--- src/rtl/core/per_pixel_running_mean_accumulator_defines.svh ---
// Assertion macros for the checks in the top-level module.
`ifndef PER_PIXEL_RUNNING_MEAN_ACCUMULATOR_DEFINES_SVH
`define PER_PIXEL_RUNNING_MEAN_ACCUMULATOR_DEFINES_SVH

// Condition a in a cycle implies condition b in the same cycle.
`define PPRA_ASSERT_SAME(lbl, a, b, msg) \
	lbl: assert property (@(posedge clk) disable iff (!arst_n) (a) |-> (b)) else $error(msg);

// Condition a in a cycle implies condition b in the next cycle.
`define PPRA_ASSERT_NEXT(lbl, a, b, msg) \
	lbl: assert property (@(posedge clk) disable iff (!arst_n) (a) |=> (b)) else $error(msg);

`endif

--- src/rtl/core/ppra_pkg.sv ---
`default_nettype none
package ppra_pkg;

	localparam int MAX_SAMPLES = 1024;
	localparam int MAX_BANDS   = 256;
	localparam int TABLE_DEPTH = MAX_SAMPLES * MAX_BANDS;
	localparam int IDX_W       = $clog2(TABLE_DEPTH);
	localparam int DIV_W       = 32;
	localparam int ENTRY_W     = 2 * DIV_W;
	localparam int FIFO_DEPTH  = 2;

	localparam logic [1:0] OP_ACC   = 2'd0;
	localparam logic [1:0] OP_READ  = 2'd1;
	localparam logic [1:0] OP_CLEAR = 2'd2;

	localparam logic [2:0] CFG_NUM_SAMPLES  = 3'd0;
	localparam logic [2:0] CFG_NUM_BANDS    = 3'd1;
	localparam logic [2:0] CFG_START_LINE   = 3'd2;
	localparam logic [2:0] CFG_END_LINE     = 3'd3;
	localparam logic [2:0] CFG_START_SAMPLE = 3'd4;
	localparam logic [2:0] CFG_END_SAMPLE   = 3'd5;
	localparam logic [2:0] CFG_PER_BAND     = 3'd6;

	typedef enum logic [1:0] {
		CMD_ACC,
		CMD_READ,
		CMD_ZERO,
		CMD_CLEAR
	} cmd_kind_t;

	typedef struct packed {
		cmd_kind_t         kind;
		logic [IDX_W-1:0]  idx;
		logic [15:0]       value;
	} cmd_t;

	typedef struct packed {
		logic init_busy;
		logic accumulating;
		logic div_busy;
	} bk_sts_t;

	typedef enum logic [2:0] {
		BK_CLEAR,
		BK_IDLE,
		BK_RDATA,
		BK_DIV,
		BK_OUT
	} bk_state_t;

endpackage
`default_nettype wire

--- src/rtl/core/ppra_front.sv ---
`default_nettype none
module ppra_front import ppra_pkg::*; (
	input  wire logic        clk,
	input  wire logic        arst_n,
	input  wire logic        cfg_we,
	input  wire logic [2:0]  cfg_index,
	input  wire logic [15:0] cfg_data,
	input  wire logic        in_valid,
	output      logic        in_ready,
	input  wire logic [1:0]  opcode,
	input  wire logic [15:0] line_index,
	input  wire logic [7:0]  band_index,
	input  wire logic [9:0]  sample_index,
	input  wire logic [15:0] pixel_value,
	input  wire logic        init_busy,
	input  wire logic        q_ready,
	output      logic        q_push,
	output      cmd_t        q_cmd
);

	logic [10:0] num_samples_q;
	logic [8:0]  num_bands_q;
	logic [15:0] start_line_q;
	logic [15:0] end_line_q;
	logic [9:0]  start_sample_q;
	logic [9:0]  end_sample_q;
	logic        per_band_q;

	logic [10:0] eff_s;
	logic [8:0]  eff_b;
	logic [9:0]  eff_end;
	logic [9:0]  smp_lo;
	logic [9:0]  rd_smp;
	logic [9:0]  sel_smp;
	logic [18:0] flat;
	logic [IDX_W-1:0] idx;
	logic        in_win;
	logic        want;

	always_ff @(posedge clk or negedge arst_n) begin
		if (!arst_n) begin
			num_samples_q  <= 11'd1024;
			num_bands_q    <= 9'd256;
			start_line_q   <= 16'd0;
			end_line_q     <= 16'hFFFF;
			start_sample_q <= 10'd0;
			end_sample_q   <= 10'd1023;
			per_band_q     <= 1'b0;
		end else if (cfg_we) begin
			unique case (cfg_index)
				CFG_NUM_SAMPLES:  num_samples_q  <= cfg_data[10:0];
				CFG_NUM_BANDS:    num_bands_q    <= cfg_data[8:0];
				CFG_START_LINE:   start_line_q   <= cfg_data;
				CFG_END_LINE:     end_line_q     <= cfg_data;
				CFG_START_SAMPLE: start_sample_q <= cfg_data[9:0];
				CFG_END_SAMPLE:   end_sample_q   <= cfg_data[9:0];
				CFG_PER_BAND:     per_band_q     <= cfg_data[0];
				default: ;
			endcase
		end
	end

	// Effective geometry with the registers clamped to the table limits.
	always_comb begin
		eff_s = (num_samples_q == '0) ? 11'd1 :
			(num_samples_q > 11'(MAX_SAMPLES)) ? 11'(MAX_SAMPLES) : num_samples_q;
		eff_b = (num_bands_q == '0) ? 9'd1 :
			(num_bands_q > 9'(MAX_BANDS)) ? 9'(MAX_BANDS) : num_bands_q;
		eff_end = ({1'b0, end_sample_q} > (eff_s - 11'd1)) ? 10'(eff_s - 11'd1) : end_sample_q;
		smp_lo  = (sample_index < start_sample_q) ? start_sample_q : sample_index;
		rd_smp  = (smp_lo > eff_end) ? eff_end : smp_lo;
		sel_smp = (opcode == OP_READ) ? rd_smp : sample_index;
		flat    = 19'(band_index) * 19'(eff_s) + 19'(sel_smp);
		idx     = per_band_q ? IDX_W'(band_index) : flat[IDX_W-1:0];
		in_win  = ({1'b0, band_index} < eff_b)
			&& (line_index >= start_line_q) && (line_index <= end_line_q)
			&& (sample_index >= start_sample_q) && (sample_index <= eff_end);
	end

	always_comb begin
		q_cmd.idx   = idx;
		q_cmd.value = pixel_value;
		q_cmd.kind  = CMD_ACC;
		want        = 1'b0;
		unique case (opcode)
			OP_ACC: begin
				want = in_win;
			end
			OP_READ: begin
				want       = 1'b1;
				q_cmd.kind = ({1'b0, band_index} < eff_b) ? CMD_READ : CMD_ZERO;
			end
			OP_CLEAR: begin
				want       = 1'b1;
				q_cmd.kind = CMD_CLEAR;
			end
			default: ;
		endcase
	end

	assign in_ready = !init_busy && q_ready;
	assign q_push   = in_valid && in_ready && want;

endmodule
`default_nettype wire

--- config.mk ---
export PLATFORM = sky130hd
export DESIGN_NAME = ppra_front
export DESIGN_NICKNAME = d
export VERILOG_FILES = /design/src/rtl/core/per_pixel_running_mean_accumulator_defines.svh /design/src/rtl/core/ppra_pkg.sv /design/src/rtl/core/ppra_front.sv
export SDC_FILE = /design/constraint.sdc
export NUM_CORES = 1
export LEC_CHECK = 0
export BUFFER_PORTS_ARGS = -buffer_cell sky130_fd_sc_hd__buf_4
export CORE_ASPECT_RATIO = 0.9
export CORE_UTILIZATION = 60
export DETAILED_ROUTE_END_ITERATION = 8
export HOLD_SLACK_MARGIN = 0.08
export PLACE_DENSITY = 0.93
export REMOVE_ABC_BUFFERS = 1
export SLEW_MARGIN = 5
export SYNTH_ARGS = -nofsm -noshare
export SYNTH_HDL_FRONTEND = slang
export SYNTH_SLANG_ARGS = --single-unit
--- constraint.sdc ---
create_clock -name clk -period 20.1 [get_ports clk]
set_input_delay 1.005 -clock clk [delete_from_list [all_inputs] [get_ports clk]]
set_output_delay 1.005 -clock clk [all_outputs]
set_load 0.02 [all_outputs]
==> flow_metrics.env <==
export IMPL_crit_end="q_cmd[32]"
export IMPL_ios=115
export IMPL_n_fill_cell=1048
export IMPL_dieArea_um2=15230
export IMPL_cts_hold_buffers_added=0
export IMPL_crit_path_max_fanout=29
export IMPL_via_per_inst=5.979
export IMPL_grt_util_met3_pct=5.955
export IMPL_synth_top_family_by_area="adder cells"
export IMPL_syn2layout_area_growth_pct=9.717
export IMPL_switching_power_w=0.0006889
export IMPL_setup_viol=0
export IMPL_powerDensity_nw_per_um2=146.4
export IMPL_yosysSeqAreaShare_pct=21.05
export IMPL_cts_tree="yes"
export IMPL_fp_dieW_um=130.0
export IMPL_drt_pass1_iter_count=6
export IMPL_max_slew_worst_pin_slew_ns=1.233
export IMPL_min_period_ns=12.91
export IMPL_num_rows=41
export IMPL_syn_inst=997
export IMPL_hold_viol_final=0
export IMPL_die_h_um=117.2
export IMPL_ys_warn_count=0
export IMPL_syn_area_um2=8846
export IMPL_antenna_cells=0
export IMPL_wirelength_um=22630
export IMPL_critPathMaxStageDelay_ns=0.84
export IMPL_switching_share_pct=48.50
export IMPL_synth_flop_cell="dfrtp_1"
export IMPL_max_clock_path_buffers=2
export IMPL_drtAntennaViolNets=0
export IMPL_fmax_mhz=77.47
export IMPL_synth_common_cells="138 x inv_1, 123 x nand2_1, 115 x ha_1"
export IMPL_power_frac_seq_pct=15.7
export IMPL_vdd_ir_drop_worst_mv=0.1195
export IMPL_crit_type="flip-flop to primary output"
export IMPL_cts_clk_slew_worst_paths_ns=0.06
export IMPL_yosysUniqueCellTypes=69
export IMPL_core_area_um2=14210
export IMPL_crit_path_end_kind="primary output"
export IMPL_start_util_pct=62.25
export IMPL_synth_area_mux_share_pct=7.086
export IMPL_p_int_w=0.0007315
export IMPL_period_share_pct=64.22
export IMPL_drive_above_1_share_pct=19.40
export IMPL_synth_top_area_cell="ha_1"
export IMPL_cp_arrival_ns=11.90
export IMPL_synth_most_common_cell="inv_1"
export IMPL_rsz0062_at_grt="no"
export IMPL_syn_avg_cell_area_um2=8.873
export IMPL_numClockSinks=73
export IMPL_min_path_type="flip-flop to flip-flop"
export IMPL_synth_top_area_share_pct=16.27
export IMPL_grtUsageMet1_pct=40.20
export IMPL_overflow=0
export IMPL_clk_latency_ns=0.34
export IMPL_grt_antenna_before_repair=0
export IMPL_worstSetupStartpoint="num_samples_q[7]"
export IMPL_regToRegStartpoint="num_samples_q[10]"
export IMPL_gp_congestion=0.9637
export IMPL_grt_max_degree=74
export IMPL_power_frac_comb_pct=74.1
export IMPL_synth_seq_cells=73
export IMPL_cap_violations=0
export IMPL_finalPower_w=0.001420
export IMPL_fin_worst_skew_ns=0
export IMPL_dpl_hpwl_um=17390
export IMPL_synth_edf_count=0
export IMPL_wl_per_cell_um=18.34
export IMPL_post_cts_setup_buffers=0
export IMPL_synth_xor_area_share_pct=2.079
export IMPL_worstSetupStartpointType="flip-flop"
export IMPL_clock_root_buffer="clkbuf_16"
export IMPL_synthSimpleGateAreaFrac_pct=15.98
export IMPL_pwr_share_clk_pct=10.2
export IMPL_r2r_cells=2
export IMPL_rr_endpoint="num_samples_q[10]"
export IMPL_first_iter_violations=513
export IMPL_status="complete, no violations"
export IMPL_synthAdderAreaFrac_pct=31.02
export IMPL_grt_pass1_vias=7574
export IMPL_cts_resized=0
export IMPL_grt_busiest_layer="met2"
export IMPL_finalMaxSlewViolations=0
export IMPL_grtUsageMet2_pct=52.83
export IMPL_finalSetupTns_ns=0
export IMPL_grt_pass1_wl_um=36820
export IMPL_r2r_setup_slack_ns=18.64
export IMPL_cp_required_ns=19.09
export IMPL_port_buffers=82
export IMPL_grtUsageTotal_pct=31.49
export IMPL_drcViolationCount=0
export IMPL_synthArstFlopShare_pct=100.0
export IMPL_synth_compound_area_share_pct=13.49
export IMPL_utilization_pct=68.30
export IMPL_numCtsBuffers=9
export IMPL_p_leak_nw=4.670
export IMPL_final_nets=1291
export IMPL_slew_headroom_pct=17.61
export IMPL_ctsHtreeMaxLevel=3
export IMPL_vias=7378
export IMPL_slowest_stage="o22ai_2"
export IMPL_yosys_top_cells_area="ha_1 16%, fa_1 14%, dfrtp_1 13%"
[registers in the layout, summed over array words and instances, names as in the netlist]
signal and count:
end_sample_q 10, end_line_q 16, num_samples_q 11, start_line_q 16, num_bands_q 9, start_sample_q 10, per_band_q 1
[per-layer routing]
metal | vias to the layer above | part of all wire, % | wire length (µm)
li1 | 3408 | - | -
met3 | 67 | 8.3 | 1875
met2 | 358 | 47 | 10660
met5 | - | 0 | 0
met1 | 3545 | 41 | 9343
met4 | 0 | 3.3 | 751
[critical path, delay by kind of cell (launching register included)]
family	cells	cell delay, ns
simple gates	9	1.80
compound gates	22	4.95
buf+inv	6	0.61
flops	1	0.45
xor+xnor	2	0.39
fa+ha+maj	9	3.33
[worst min path at each step]
stage,startpoint,end,depth (start not counted)
after floorplan,num_bands_q[0],num_bands_q[0],1
after global placement,num_bands_q[0],num_bands_q[0],1
after detailed placement,start_line_q[0],start_line_q[0],1
after CTS,start_line_q[0],start_line_q[0],1
after global routing,start_line_q[0],start_line_q[0],1
final,start_line_q[0],start_line_q[0],1
[cells in the final DEF, fill, tap and decap left out, types with 28 or more instances in the layout]
cell / count
fa_1: 63
dfstp_2: 28
inv_1: 138
and2_1: 30
nand2_1: 123
nor2_1: 44
a21oi_1: 28
dfrtp_1: 45
ha_1: 115
mux2_2: 52
o21ai_0: 60
buf_4: 86
[cell families after synthesis]
logic type,count (synthesis)
simple gates,290
buf+inv,197
fa+ha+maj,182
compound gates,178
flops,73
mux,56
xor+xnor,21
[per-stage QoR]
step           setup slack (ns)  instances  instance area [µm²]  hold WS [ns]
3_5_place_dp              7.773       1218                 9438        0.5087
6_report                  7.192       1234                 9706        0.5207
3_3_place_gp              8.019       1218                 9438        0.4958
2_1_floorplan             9.007        939                 8546        0.4815
4_1_cts                   7.352       1234                 9706        0.5213
5_1_grt                   6.378       1234                 9706        0.5528
[layout make-up]
| cell class | instances | area, µm² | share of cell area, % |
|---|---|---|---|
| timing repair buffer | 86 | 645.6 | 6.652 |
| inverter | 139 | 521.8 | 5.376 |
| clock buffer | 13 | 250.2 | 2.578 |
| tap | 193 | 241.5 | 2.488 |
| sequential | 73 | 1862 | 19.18 |
| multi-input combinational | 727 | 6167 | 63.54 |
| clock inverter | 3 | 17.52 | 0.1805 |
[power by group through the flow]
stage | logic, W | clock network (W) | registers (W)
4_1_cts | 0.00105 | 0.000145 | 0.000221
3_5_place_dp | 0.00104 | 0 | 0.000223
2_1_floorplan | 0.000761 | 0 | 0.000211
6_report | 0.00105 | 0.000145 | 0.000223
5_1_grt | 0.00119 | 0.000151 | 0.000227
3_3_place_gp | 0.00100 | 0 | 0.000221
No activity file was read; power rests on OpenSTA's default activity.
