File: config.mk
export PLATFORM = sky130hd
export DESIGN_NAME = ppra_fifo
export DESIGN_NICKNAME = d
export VERILOG_FILES = /design/src/rtl/core/per_pixel_running_mean_accumulator_defines.svh /design/src/rtl/core/ppra_pkg.sv /design/src/rtl/core/ppra_fifo.sv
export SDC_FILE = /design/constraint.sdc
export NUM_CORES = 1
export LEC_CHECK = 0
export BUFFER_PORTS_ARGS = -buffer_cell sky130_fd_sc_hd__buf_2
export CORE_ASPECT_RATIO = 1.5
export CORE_MARGIN = 5
export CORE_UTILIZATION = 47
export CTS_CLUSTER_SIZE = 8
export DETAILED_ROUTE_END_ITERATION = 6
export PLACE_DENSITY = 0.75
export RECOVER_POWER = 100
export SYNTH_ARGS = -nofsm -noshare
export SYNTH_HDL_FRONTEND = slang
export SYNTH_SLANG_ARGS = --single-unit
File: constraint.sdc
create_clock -name clk -period 2.59 [get_ports clk]
set_input_delay 0.259 -clock clk [delete_from_list [all_inputs] [get_ports clk]]
set_output_delay 0.259 -clock clk [all_outputs]
set_load 0.02 [all_outputs]
File: src/rtl/core/per_pixel_running_mean_accumulator_defines.svh
// Assertion macros for the checks in the top-level module.
`ifndef PER_PIXEL_RUNNING_MEAN_ACCUMULATOR_DEFINES_SVH
`define PER_PIXEL_RUNNING_MEAN_ACCUMULATOR_DEFINES_SVH

// Condition a in a cycle implies condition b in the same cycle.
`define PPRA_ASSERT_SAME(lbl, a, b, msg) \
	lbl: assert property (@(posedge clk) disable iff (!arst_n) (a) |-> (b)) else $error(msg);

// Condition a in a cycle implies condition b in the next cycle.
`define PPRA_ASSERT_NEXT(lbl, a, b, msg) \
	lbl: assert property (@(posedge clk) disable iff (!arst_n) (a) |=> (b)) else $error(msg);

`endif

File: src/rtl/core/ppra_pkg.sv
`default_nettype none
package ppra_pkg;

	localparam int MAX_SAMPLES = 1024;
	localparam int MAX_BANDS   = 256;
	localparam int TABLE_DEPTH = MAX_SAMPLES * MAX_BANDS;
	localparam int IDX_W       = $clog2(TABLE_DEPTH);
	localparam int DIV_W       = 32;
	localparam int ENTRY_W     = 2 * DIV_W;
	localparam int FIFO_DEPTH  = 2;

	localparam logic [1:0] OP_ACC   = 2'd0;
	localparam logic [1:0] OP_READ  = 2'd1;
	localparam logic [1:0] OP_CLEAR = 2'd2;

	localparam logic [2:0] CFG_NUM_SAMPLES  = 3'd0;
	localparam logic [2:0] CFG_NUM_BANDS    = 3'd1;
	localparam logic [2:0] CFG_START_LINE   = 3'd2;
	localparam logic [2:0] CFG_END_LINE     = 3'd3;
	localparam logic [2:0] CFG_START_SAMPLE = 3'd4;
	localparam logic [2:0] CFG_END_SAMPLE   = 3'd5;
	localparam logic [2:0] CFG_PER_BAND     = 3'd6;

	typedef enum logic [1:0] {
		CMD_ACC,
		CMD_READ,
		CMD_ZERO,
		CMD_CLEAR
	} cmd_kind_t;

	typedef struct packed {
		cmd_kind_t         kind;
		logic [IDX_W-1:0]  idx;
		logic [15:0]       value;
	} cmd_t;

	typedef struct packed {
		logic init_busy;
		logic accumulating;
		logic div_busy;
	} bk_sts_t;

	typedef enum logic [2:0] {
		BK_CLEAR,
		BK_IDLE,
		BK_RDATA,
		BK_DIV,
		BK_OUT
	} bk_state_t;

endpackage
`default_nettype wire

File: src/rtl/core/ppra_fifo.sv
`default_nettype none
module ppra_fifo import ppra_pkg::*; (
	input  wire logic clk,
	input  wire logic arst_n,
	input  wire logic push,
	input  wire cmd_t push_data,
	output      logic ready,
	output      logic valid,
	output      cmd_t data,
	input  wire logic pop
);

	localparam int PTR_W = (FIFO_DEPTH > 1) ? $clog2(FIFO_DEPTH) : 1;
	localparam int CNT_W = $clog2(FIFO_DEPTH + 1);

	cmd_t             slot_q [FIFO_DEPTH];
	logic [PTR_W-1:0] wr_ptr_q;
	logic [PTR_W-1:0] rd_ptr_q;
	logic [CNT_W-1:0] count_q;

	assign ready = count_q != CNT_W'(FIFO_DEPTH);
	assign valid = count_q != '0;
	assign data  = slot_q[rd_ptr_q];

	always_ff @(posedge clk) begin
		if (push) begin
			slot_q[wr_ptr_q] <= push_data;
		end
	end

	always_ff @(posedge clk or negedge arst_n) begin
		if (!arst_n) begin
			wr_ptr_q <= '0;
			rd_ptr_q <= '0;
			count_q  <= '0;
		end else begin
			if (push) begin
				wr_ptr_q <= (wr_ptr_q == PTR_W'(FIFO_DEPTH - 1)) ? '0 : wr_ptr_q + 1'b1;
			end
			if (pop) begin
				rd_ptr_q <= (rd_ptr_q == PTR_W'(FIFO_DEPTH - 1)) ? '0 : rd_ptr_q + 1'b1;
			end
			if (push && !pop) begin
				count_q <= count_q + 1'b1;
			end else if (pop && !push) begin
				count_q <= count_q - 1'b1;
			end
		end
	end

endmodule
`default_nettype wire

==> results of run 1 <==
==> kinds of logic after synthesis <==
| kind of cell | count (synthesis) | synth area share [%] |
|---|---|---|
| fa+ha+maj | 1 | 0.426 |
| mux | 36 | 17.5 |
| flops | 76 | 77.0 |
| buf+inv | 5 | 2.56 |
| xor+xnor | 5 | 1.49 |
| simple gates | 5 | 0.980 |
==> where the power goes <==
part / internal [mW] / switching [mW] / total, mW
Sequential: 1.64 / 0.110 / 1.75
Combinational: 0.535 / 0.735 / 1.27
Clock: 0.466 / 0.392 / 0.858
==> cell usage after synthesis (all sizes together) <==
cell type / number / share of area, %
buf: 4 / 2.4
mux2: 36 / 18
or2: 1 / 0.21
and2: 1 / 0.21
ha: 1 / 0.43
dfrtp: 4 / 3.4
xor2: 4 / 1.2
nor2: 1 / 0.13
nor2b: 1 / 0.21
edfxtp: 72 / 74
nand2b: 1 / 0.21
xnor2: 1 / 0.30
inv: 1 / 0.13
==> routing by layer <==
layer / GRT usage, % / share of wire (%) / up-vias
met4: 8.02 / 0.85 / 0
met2: 20.9 / 56 / 43
met3: 3.66 / 7.1 / 4
li1: - / - / 674
met1: 13.9 / 36 / 695
met5: 0 / 0 / -
==> what timing repair did <==
item	in CTS	in global routing
gates resized for setup	0	0
hold endpoints to repair	4	0
endpoints found under the setup margin	0	0
hold buffers	1	0
==> worst register-to-register path, cell delays in order, from the launching register on <==
cell and delay, ns:
dfrtp_1 0.41, nor2b_1 1.16, buf_12 0.28
==> flip-flops by register name, summed over array words and instances (netlist names) <==
register  cells
count_q       2
rd_ptr_q      1
slot_q       72
wr_ptr_q      1
==> worst min-delay path by stage <==
stage | start | end | cells after the start
after floorplan | arst_n | count_q[0]$_DFFE_PN0P_ | 0
after global placement | arst_n | wr_ptr_q$_DFFE_PN0P_ | 1
after CTS | push_data[26] | slot_q[1][26]$_DFFE_PP_ | 1
after global routing | push_data[32] | slot_q[1][32]$_DFFE_PP_ | 1
final | push_data[26] | slot_q[1][26]$_DFFE_PP_ | 1
after detailed placement | arst_n | wr_ptr_q$_DFFE_PN0P_ | 1
==> layout make-up <==
class / instances / share of cell area [%]
tap: 74 / 2.64
inverter: 1 / 0.107
timing repair buffer: 82 / 11.3
clock inverter: 5 / 1.50
multi-input combinational: 47 / 16.0
clock buffer: 11 / 4.03
sequential: 76 / 64.4
==> through the flow <==
stage          hold WS (ns)  setup slack (ns)  area, um^2  instances  util, %
4_1_cts              0.0849             0.544        3610        296     58.9
5_1_grt              0.0824             0.277        3510        296     57.3
6_report              0.109             0.448        3510        296     57.3
3_5_place_dp         0.0736             0.923        3410        279     55.6
3_3_place_gp         0.0750             0.941        3410        279     55.6
2_1_floorplan       -0.0366             0.139        2940        128        -
==> summary.md, run 1 <==
| Metric | Value |
|---|---|
| Status | finished, violations left |
| Failing checks | max-capacitance violations, max-slew violations |
| Mapped Avg Cell Area | between 20 and 25 um^2 |
| Drt drc | 0 |
| Most frequent cells in the layout | edfxtp_1, clkbuf_1, buf_2 |
| Fraction of layout cells with a size suffix above 1 | 36.5% |
| Maxcap violations | 1 |
| Core area | slightly above 0.006 mm^2 |
| Area of the multi-input gates | about 560 um^2 |
| 1st-iter DRT viols | 44 |
| Synthesized area | ~0.0029 mm^2 |
| Critical Path Max Stage Delay | between 1 and 1.5 ns |
| DR vias/cell | 4.78 |
| Slew Limit Fails | 16 |
| Cell Rows | 35 |
| Worst R2R Start | wr_ptr_q$_DFFE_PN0P_ |
| WP depth | 2 |
| Syn Nets | around 170 |
| Final Hold Viols | 0 |
| Chip width | around 75 um |
| Pwr/cell area | 1100 mW/mm^2 |
| Worst reg2reg path depth | 2 |
| Crit path cell chain | nor2b_1, buf_12 |
| Via count | between 1,000 and 1,500 |
| Critical path launch point type | register |
| Antenna diodes | 0 |
| Slew HR | -1.45% |
| Num CTS Buffers | 9 |
| Synth cell types | 15 |
| Overall routed net length | 4.73 mm |
| Setup slack, reg-to-reg | between 0.4 and 0.5 ns |
| Crit end category | register |
| DRT Pass-1 Iters | 4 |
| CP required | between 2 and 3 ns |
| Crit path max fanout | 21 |
| Initial antenna violation count | 0 |
| GPL Wtd Cong | roughly 0.75 |
| Critical path's slowest cell | nor2b_1 |
| Total grt overflow | 0 |
| Vias in the first global route | 1,536 |
| Total power | roughly 3.9 mW |
| Setup tns final | 0 ns |
| Yosys reg bits | 76 |
| Most common cell after layout, fill and taps aside | edfxtp_1 |
| CP endpoint | slot_q[0][18]$_DFFE_PP_ |
| Worst Path Arrival | 2.18 ns |
| Min Tclk post-route | around 2.1 ns |
| RSZ-0062 raised after global routing | no |
| Cell class contributing the biggest share of worst-path delay | simple AND/OR/NAND/NOR gates |
| Static Leak | 1.31 nW |
| DR WL/cell | about 16 um |
| Port Buffer Count | 77 |
| Number of placed I/O pins | 78 |
| NumNets Final | roughly 260 |
| Period Utilization, post-route | just over 80% |
| Setup CP Type | register to register |
| YS warnings | 0 |
| Starting Density | between 40% and 50% |
| Root buf cell | clkbuf_8 |
| Slew @ Worst Pin | around 1.5 ns |
| Worst setup path start | wr_ptr_q$_DFFE_PN0P_ |
| Pin count of the biggest net entering global routing | 27 |
| Overall Global Routing Usage | 12.7% |
| Clk_lat worst skew | 0.33 ns |
| HPWL after detailed placement | about 3.4 mm |
| Post-route antenna net violation count | 0 |
| Die Y | 107 um |
| Area Overhead vs Synth | 19.6% |
| Worst hold path type | primary input to register |
| H-tree depth | 3 |
| Worst VDD drop | approximately 0.00070 V |
| Clock transition at the registers of the reported paths | around 0.08 ns |
| Die ar. | roughly 0.0080 mm^2 |
| First-pass GRT wire length | between 7 and 8 mm |
| CTS tree | done |
| # setup viols final | 0 |
| # fillers | about 530 |
| CTS sink count | 76 |
| Clock skew | 0.00641 ns |
| Fmax | between 400 and 500 MHz |
| Post-CTS Setup Inserts | 0 |
| Crit path buffers/inverters | 1 |
| Maximum clock path buffer count | 2 |
| Cell count after synthesis | 128 |
| Sequential share of the synthesized area | between 70 and 80% |
| Reg2reg end | slot_q[0][18]$_DFFE_PP_ |
| Register area | roughly 0.0023 mm^2 |
(Power assumes the default switching activity.)
==> run 2, diff against run 1 <==
- clock period: 2.59 -> 1.96 ns (I/O delays scaled with it)
==> summary.md, run 2 (synthesized netlist as in run 1, its figures left out) <==
| Metric | Value |
|---|---|
| Status | completed |
| Starting Density | 47.9% (unchanged) |
| Placed Area | 0.00342 mm^2 (+0.37%) |
| Non-Filler Instances | 296 (unchanged) |
| Root buf cell | clkbuf_8 |
| Chip width | 74.5 um (unchanged) |
| Die ar. | 0.00796 mm^2 (unchanged) |
| Clock skew | 0.00398 ns (-0.00243 ns) |
| Clock transition at the registers of the reported paths | 0.07 ns (about the same) |
| Fmax | 594 MHz |
| Crit path cell chain | buf_12, mux2_2, clkbuf_1 |
| Overall Global Routing Usage | 12.8% (+0.13 points) |
| Maximum clock path buffer count | 2 (unchanged) |
| Static Leak | 1.32 nW (+0.54%) |
| 1st-iter DRT viols | 52 (+18%) |
| Port Buffer Count | 77 (unchanged) |
| Worst reg2reg path depth | 2 (unchanged) |
| Fraction of layout cells with a size suffix above 1 | 34.7% (-1.8 points) |
| Number of placed I/O pins | 78 (unchanged) |
| Clk pwr share | 22.8% (+0.7 points) |
| Slew HR | 36.9% (+38 points) |
| Period Utilization, post-route | 85.9% |
| # setup viols final | 0 (unchanged) |
| Most frequent cells in the layout | edfxtp_1, clkbuf_1, mux2_4 |
| Cell class contributing the biggest share of worst-path delay | buffers and inverters |
| Post-route antenna net violation count | 0 (unchanged) |
| GPL Wtd Cong | 0.684 (-8.4%) |
| RSZ-0062 raised after global routing | no |
| Pin count of the biggest net entering global routing | 37 (+37%) |
| Die Y | 107 um (unchanged) |
| Critical Path Max Stage Delay | 0.39 ns (-0.77 ns) |
| Crit path max fanout | 25 (+19%) |
| Final Hold Viols | 0 (unchanged) |
| Comb pwr share | 33.9% (+1.1 points) |
| Hold Crit Depth | 1 (unchanged) |
| Initial antenna violation count | 0 (unchanged) |
| Sequential power share | 43.3% (-1.8 points) |
| Core area | 0.00613 mm^2 (unchanged) |
| Critical path's slowest cell | dfrtp_2 |
| Area Overhead vs Synth | 20.4% |
| Setup CP Type | register to output port |
| Drt drc | 0 (unchanged) |
| Max reg flops | 72 (unchanged) |
| Num CTS Buffers | 9 (unchanged) |
| Cell Rows | 35 (unchanged) |
| Largest Register | slot_q |
| WP depth | 3 (+1) |
| Vias in the first global route | 1,480 (-3.6%) |
| CP required | 1.76 ns (-0.86 ns) |
| H-tree depth | 3 (unchanged) |
| Via count | 1,425 (+0.64%) |
| DR WL/cell | 15.9 um (-0.78%) |
| Worst hold path type | primary input to register |
| Design area | 0.00353 mm^2 (+0.64%) |
| Crit end category | output port |
| Antenna diodes | 0 (unchanged) |
| Min Tclk post-route | around 1.7 ns |
| Inst Count DP | 279 (unchanged) |
| Setup tns final | 0 ns (unchanged) |
| Biggest regs | slot_q x72, count_q x2 |
| Crit path buffers/inverters | 2 (+1) |
| Psw | 1.65 mW (+34%) |
| DRT Pass-1 Iters | 4 (unchanged) |
| NumNets Final | 258 (unchanged) |
| CTS tree | done |
| Switching Share | 31.3% (-0.57 points) |
| Worst VDD drop | 0.00109 V (+55%) |
| Slew Limit Fails | 0 (-16) |
| Power Internal | 3.62 mW (+37%) |
| Pwr/cell area | 1490 mW/mm^2 (+35%) |
| Worst Path Arrival | 1.49 ns (-0.69 ns) |
| Clk_lat worst skew | 0.33 ns (about the same) |
| DR vias/cell | 4.81 (+0.64%) |
| Maxcap violations | 0 (-1) |
| First-pass GRT wire length | 7.30 mm (+0.95%) |
| Total grt overflow | 0 (unchanged) |
| Critical path launch point type | register |
| Most common cell after layout, fill and taps aside | edfxtp_1 |
| Slew @ Worst Pin | 0.947 ns (-0.572 ns) |
| Overall routed net length | 4.69 mm (-0.78%) |
| CTS sink count | 76 (unchanged) |
| HPWL after detailed placement | 3.28 mm (-3.2%) |
## run 2: changes by cell type in the layout (fill, tap and decap cells not counted), moves of 2 or more
cell and delta:
mux2_1 -10, clkbuf_1 +14, clkinv_1 +3, mux2_4 +10, clkbuf_2 +2, buf_2 -15
## run 2: metrics by stage
step / worst slack, ns / hold slack (ns) / utilization (%) / total power, mW
floorplan: 0.192 / -0.0996 / - / 3.79
global placement: 0.658 / 0.0121 / 55.8 / 4.24
detailed placement: 0.644 / 0.0104 / 55.8 / 4.28
CTS: 0.265 / 0.0236 / 59.3 / 5.48
global route: 0.196 / 0.0247 / 57.7 / 5.53
finish: 0.277 / 0.0463 / 57.7 / 5.28
## run 2: final timing paths
check	startpoint	endpoint	slack [ns]
worst max-delay path	rd_ptr_q$_DFFE_PN0P_	data[21]	0.28
worst min-delay path	push_data[0]	slot_q[1][0]$_DFFE_PP_	0.05
worst max register to register	wr_ptr_q$_DFFE_PN0P_	slot_q[1][5]$_DFFE_PP_	0.28
worst min register to register	count_q[1]$_DFFE_PN0P_	count_q[1]$_DFFE_PN0P_	0.52
max in group asynchronous	arst_n	rd_ptr_q$_DFFE_PN0P_	1.54
min in group asynchronous	arst_n	wr_ptr_q$_DFFE_PN0P_	0.22
## run 2: cell type report
| cell class | count | area (um^2) |
|---|---|---|
| repair buffers | 82 | 362 |
| flip-flops and latches | 76 | 2260 |
| clock buffers | 9 | 124 |
| clock inverters | 7 | 81.3 |
| inverters | 1 | 3.75 |
| well taps | 74 | 92.6 |
| fillers | 515 | 2600 |
| multi-input cells | 47 | 608 |
## run 2: power groups by stage
| stage | clock network [mW] | logic [mW] | registers [mW] |
|---|---|---|---|
| CTS | 1.24 | 1.97 | 2.28 |
| global placement | 0 | 1.94 | 2.29 |
| detailed placement | 0 | 1.96 | 2.31 |
| floorplan | 0 | 1.51 | 2.28 |
| finish | 1.20 | 1.79 | 2.29 |
| global route | 1.30 | 1.91 | 2.32 |
## run 2: routing by layer
layer,track usage (%),vias to the layer above,routed length [um]
li1,-,672,-
met1,14.2,698,1660
met2,21.3,44,2620
met3,3.38,11,265
met4,7.76,0,144
met5,0,-,0
## run 2: repair_timing
| action | in CTS | in global routing |
|---|---|---|
| buffers inserted | 0 | 0 |
| gates resized for setup | 0 | 0 |
| hold endpoints to repair | 4 | 0 |
| hold buffers | 1 | 0 |
